**src/rtl/bdpq_pkg.sv**
```systemverilog
// shared constants, types and helpers for the palette quantizer
`timescale 1ns / 1ps
package bdpq_pkg;

    localparam int PALETTE_DEPTH = 256;
    localparam int NUM_LANES = 16;
    localparam int LANE_DEPTH = PALETTE_DEPTH / NUM_LANES;
    localparam int LANE_AW = (LANE_DEPTH > 1) ? $clog2(LANE_DEPTH) : 1;
    localparam int LANE_SW = (NUM_LANES > 1) ? $clog2(NUM_LANES) : 1;
    localparam int IDX_W = 8;
    localparam int SIZE_W = 9;
    localparam int COLOR_W = 24;
    localparam int DIST_W = 18;
    localparam int SLOT_W = LANE_AW + 1;
    localparam int SEARCH_W = (PALETTE_DEPTH < 256) ? PALETTE_DEPTH : 256;
    localparam logic [SIZE_W-1:0] SIZE_RESET = 9'd256;

    localparam logic OP_WRITE = 1'b0;
    localparam logic OP_CONVERT = 1'b1;

    typedef enum logic [1:0] {
        ST_IDLE,
        ST_SCAN,
        ST_DRAIN,
        ST_MERGE
    } state_t;

    typedef struct packed {
        logic             active;
        logic [LANE_AW-1:0] addr;
        logic [8:0]        base;
    } lane_ctl_t;

    function automatic logic [15:0] sq8(input logic [7:0] a, input logic [7:0] b);
        logic [7:0] d;
        begin
            d = (a > b) ? (a - b) : (b - a);
            sq8 = 16'(d) * 16'(d);
        end
    endfunction

endpackage

```
**src/rtl/bdpq_ram.sv**
```systemverilog
// generic ram with separate write and read ports and registered read
`timescale 1ns / 1ps
module bdpq_ram #(
    parameter int WIDTH = 24,
    parameter int DEPTH = 16
) (
    input  logic                     clk,
    input  logic                     we,
    input  logic [$clog2(DEPTH)-1:0] waddr,
    input  logic [WIDTH-1:0]         wdata,
    input  logic [$clog2(DEPTH)-1:0] raddr,
    output logic [WIDTH-1:0]         rdata
);
    logic [WIDTH-1:0] mem [DEPTH];

    always_ff @(posedge clk)
    begin
        if (we)
        begin
            mem[waddr] <= wdata;
        end
        rdata <= mem[raddr];
    end
endmodule

```
**src/rtl/bdpq_lane.sv**
```systemverilog
// one search lane: palette bank, distance unit and running minimum
`timescale 1ns / 1ps
module bdpq_lane import bdpq_pkg::*; (
    input  logic               clk,
    input  logic               rst_n,
    input  logic               we,
    input  logic [LANE_AW-1:0] waddr,
    input  logic [COLOR_W-1:0] wdata,
    input  logic               clear,
    input  lane_ctl_t          ctl,
    input  logic [SIZE_W-1:0]  limit,
    input  logic [7:0]         avg0,
    input  logic [7:0]         avg1,
    input  logic [7:0]         avg2,
    output logic               found,
    output logic [DIST_W-1:0]  best_dist,
    output logic [8:0]         best_idx
);
    logic [COLOR_W-1:0] rdata;
    logic               v_reg;
    logic [8:0]         idx_reg;
    logic [DIST_W-1:0]  d;
    logic               take;
    logic               found_reg;
    logic [DIST_W-1:0]  dist_reg;
    logic [8:0]         bidx_reg;

    bdpq_ram #(.WIDTH(COLOR_W), .DEPTH(LANE_DEPTH)) u_bank (
        .clk(clk), .we(we), .waddr(waddr), .wdata(wdata),
        .raddr(ctl.addr), .rdata(rdata)
    );

    always_ff @(posedge clk or negedge rst_n)
    begin
        if (!rst_n)
        begin
            v_reg <= 1'b0;
            found_reg <= 1'b0;
        end
        else
        begin
            v_reg <= ctl.active && (ctl.base + 9'(ctl.addr) < limit);
            if (clear)
                found_reg <= 1'b0;
            else if (take)
                found_reg <= 1'b1;
        end
    end

    always_ff @(posedge clk)
    begin
        idx_reg <= ctl.base + 9'(ctl.addr);
        if (take)
        begin
            dist_reg <= d;
            bidx_reg <= idx_reg;
        end
    end

    // channel 2 against byte 0, channel 0 against byte 2
    assign d = DIST_W'(sq8(avg2, rdata[7:0])) + DIST_W'(sq8(avg1, rdata[15:8]))
             + DIST_W'(sq8(avg0, rdata[23:16]));
    assign take = v_reg && !clear && (!found_reg || d < dist_reg);

    assign found = found_reg;
    assign best_dist = dist_reg;
    assign best_idx = bidx_reg;
endmodule

```
**config.mk**
```make
export PLATFORM = sky130hd
export DESIGN_NAME = bdpq_lane
export DESIGN_NICKNAME = d
export VERILOG_FILES = /design/src/rtl/bdpq_pkg.sv /design/src/rtl/bdpq_ram.sv /design/src/rtl/bdpq_lane.sv
export SDC_FILE = /design/constraint.sdc
export NUM_CORES = 1
export LEC_CHECK = 0
export BUFFER_PORTS_ARGS = -buffer_cell sky130_fd_sc_hd__buf_2
export CAP_MARGIN = 25
export CORE_ASPECT_RATIO = 1.5
export CORE_MARGIN = 4
export CORE_UTILIZATION = 56
export DETAILED_ROUTE_END_ITERATION = 10
export PLACE_DENSITY_LB_ADDON = 0.25
export SLEW_MARGIN = 20
export SYNTH_ARGS = -nofsm -noshare
export SYNTH_HDL_FRONTEND = slang
export SYNTH_SLANG_ARGS = --single-unit
```
**constraint.sdc**
```tcl
create_clock -name clk -period 9.5 [get_ports clk]
set_clock_uncertainty 0.2 [all_clocks]
set_input_delay 1.425 -clock clk [delete_from_list [all_inputs] [get_ports clk]]
set_output_delay 1.425 -clock clk [all_outputs]
set_load 0.01 [all_outputs]
```
==> results.cfg <==
[setup_path]
path_common_cell = fa_1
crit_type = in -> reg
worstPathMaxFanout = 7
crit_cells = 40
path_buf_inv = 9
crit_path_start_kind = input pin
endpoint_kind = register
crit_path_top_delay_cell = fa_1
r2r_cells = 38
critPathMaxStageDelay_ns = 0.52
worstPathArrival_ns = 9.97
cp_top_family = adder cells
worstPathRequired_ns = 9.57

[clock_network]
cts_buffer_depth = 3
cts_tree = done
hold_buffers = 0
path_clk_slew_ns = 0.06
clk_latency_ns = 0.56
cts_buffers = 40
cts.sinks = 446
htree_levels = 2
ctsRootBufferMaster = clkbuf_16

[finish]
design_area_sq_um = 28900
fin_nets = 2290
largest_reg_flops = 384
regMostFlops = u_bank.mem
final_cell_count_no_fill = 2522
final_util_pct = 67.3
synthToLayoutAreaGrowth_pct = 19.1
drive_gt1_share_pct = 31.5

[synth]
synthArstFlopShare_pct = 0.448
synthFlopType = edfxtp_1
ys_seq_elements = 446
seq_area_frac_synth_pct = 53.8
ys_types = 61
synthAdderAreaFrac_pct = 19.3
synthSimpleGateAreaFrac_pct = 3.86
synthCells = 1587
synthTopCellsByArea = edfxtp_1 51%, fa_1 11%, mux4_2 11%, ha_1 7.9%, inv_1 4.3%
ys_warn_count = 0
muxShareOfSynthArea_pct = 12.1
syn_avg_cell_area_sq_um = 15.3
synth_compound_area_share_pct = 3.87
synth_top_family_by_area = adder cells
postSynthNetCount = 1958
yosysTopAreaCellShare_pct = 50.9
synth_xor_area_share_pct = 1.95
yosys.area.top_type = edfxtp_1
synth_edf_count = 411
netlist_area_sq_um = 24300

[placement]
io_buffers = 106
place_inst = 2429
place.gp.congestion = 0.912
post-dp-hpwl_um = 37100
dpl-instance-area_sq_um = 27200
place_ws_ns = -1.08

[sta]
finalCritPeriodShare_pct = 104
rsz0062_at_grt = yes
setup_viol = 27
relSlewSlack_pct = 37.5
fin_crit_ns = 9.90
final_max_slew_viol_count = 0
layout_setup_ws_ns = -0.400
max_freq_ghz = 0.101
final_hold_viol_count = 0
worst_slew_pin_slew_ns = 0.936

[flow_run]
cap_viol_max_count = 0

[routing]
drc_errors = 0
dr.first_iter.drc_count = 906
vias = 14000
wl_um = 54500
routedWlPerCell_um = 21.6
vias_per_cell = 5.54
drtPass1Iterations = 5
drtAntennaViolNets = 0

[min_path]
hold-path-cell-count = 0
hold_path_class = reg -> reg

[outcome]
status = finished, violations left
failed_checks = negative setup slack

[grt]
grtUsageTotal_pct = 24.0
grt_pass1_vias = 15400
grt_pass1_wl_um = 84900
antenna_found_initial = 5
grt_max_degree = 64
grt-ovfl-total = 0

[die]
dieArea_sq_um = 46800
core-area_sq_um = 42900
die_h_um = 263
rows = 93
die_w_um = 178
start_util_pct = 56.5
io_pins = 107
## Yosys cell counts (all sizes together) (4+ instances only)
master,n
dfxtp,33
o21ai,25
mux4,120
a221oi,4
o21bai,11
clkbuf,20
and3,4
nand3,11
a21o,32
a211oi,8
xor2,18
ha,154
o211ai,4
nand2b,20
edfxtp,411
and2,7
nand4,4
nand2,32
nor2b,9
inv,278
nand3b,5
nor2,89
or2,5
mux2,5
nor3,7
buf,24
a21oi,40
xnor2,28
a31oi,6
fa,138
mux2i,16
## per-layer routing
layer  share of wire [%]  track usage (%)  wire (um)  up-vias
met5               0.073                0         40        -
met4                 3.5             8.33       1930        6
met3                 4.6             3.51       2520      125
met2                  58             45.8      31800      399
met1                  33             26.9      18200     7129
li1                    -                -          -     6322
## cell families after synthesis
kind of cell	count (synthesis)
and+or+nand+nor	199
muxes	141
adders and majority gates	292
buffers and inverters	322
xor gates and xnor gates	46
DFF	446
AOI/OAI and AO/OA	141
## stage by stage
| step | setup TNS, ns | hold slack [ns] |
|---|---|---|
| finish | -10.41 | 0.202 |
| global placement | -22.70 | 0.188 |
| CTS | -8.61 | 0.202 |
| detailed placement | -29.05 | 0.189 |
| global route | -21.48 | 0.208 |
| floorplan | -17.07 | 0.186 |
## final cells by class
type	instances	area, sq um
fill	2898	14000
sequential	446	13100
multi-input combinational	819	10400
timing repair buffer	334	2350
clock buffer	52	1090
inverter	278	1060
tap	570	713
clock inverter	21	226
antenna	2	5.00
## worst reg2reg max path, delay by kind of cell, from the launching register on
| kind | cells | cell delay (ns) |
|---|---|---|
| fa+ha+maj | 11 | 4.44 |
| flops | 1 | 0.40 |
| buf+inv | 7 | 0.62 |
| simple gates | 3 | 0.39 |
| xor+xnor | 2 | 0.43 |
| mux | 1 | 0.20 |
| compound gates | 14 | 2.32 |
## cell usage in the layout, fill, tap and decap left out, types with 9 or more instances in the layout
cell / netlist / final
a21o_1: 32 / 32
a21oi_1: 39 / 31
buf_2: 17 / 103
buf_4: 1 / 222
clkbuf_16: 0 / 40
clkinv_2: 0 / 10
dfxtp_1: 33 / 33
edfxtp_1: 411 / 411
fa_1: 138 / 129
fa_2: 0 / 9
ha_1: 154 / 148
inv_1: 275 / 271
mux2i_1: 15 / 11
mux4_2: 120 / 120
nand2_1: 32 / 32
nand2b_1: 20 / 16
nand3_1: 11 / 11
nor2_1: 88 / 72
nor2_2: 1 / 17
o21ai_0: 22 / 19
o21bai_1: 11 / 11
xnor2_1: 20 / 16
xor2_1: 18 / 16
## final timing paths
kind | startpoint | to | slack, ns
setup reg to reg | u_bank.rdata[0]$_DFF_P_ | best_dist[17]$_DFFE_PP_ | 0.20
hold reg to reg | idx_reg[4]$_DFF_P_ | best_idx[4]$_DFFE_PP_ | 0.20
max in group asynchronous | rst_n | found$_DFFE_PN0P_ | 8.56
min in group asynchronous | rst_n | found$_DFFE_PN0P_ | 0.45
hold / removal | idx_reg[4]$_DFF_P_ | best_idx[4]$_DFFE_PP_ | 0.20
setup / recovery | avg2[0] | best_dist[17]$_DFFE_PP_ | -0.40
## what timing repair did
action                                  CTS  global route
cloned                                    3             0
hold endpoints to repair                  0             0
endpoints found under the setup margin   27            27
pin swaps                                 8            10
gates resized for setup                  32            11
setup buffers                            13             2
Power is not shown: default switching activity piles up to over one toggle a cycle in this logic, so the estimate is an artifact.
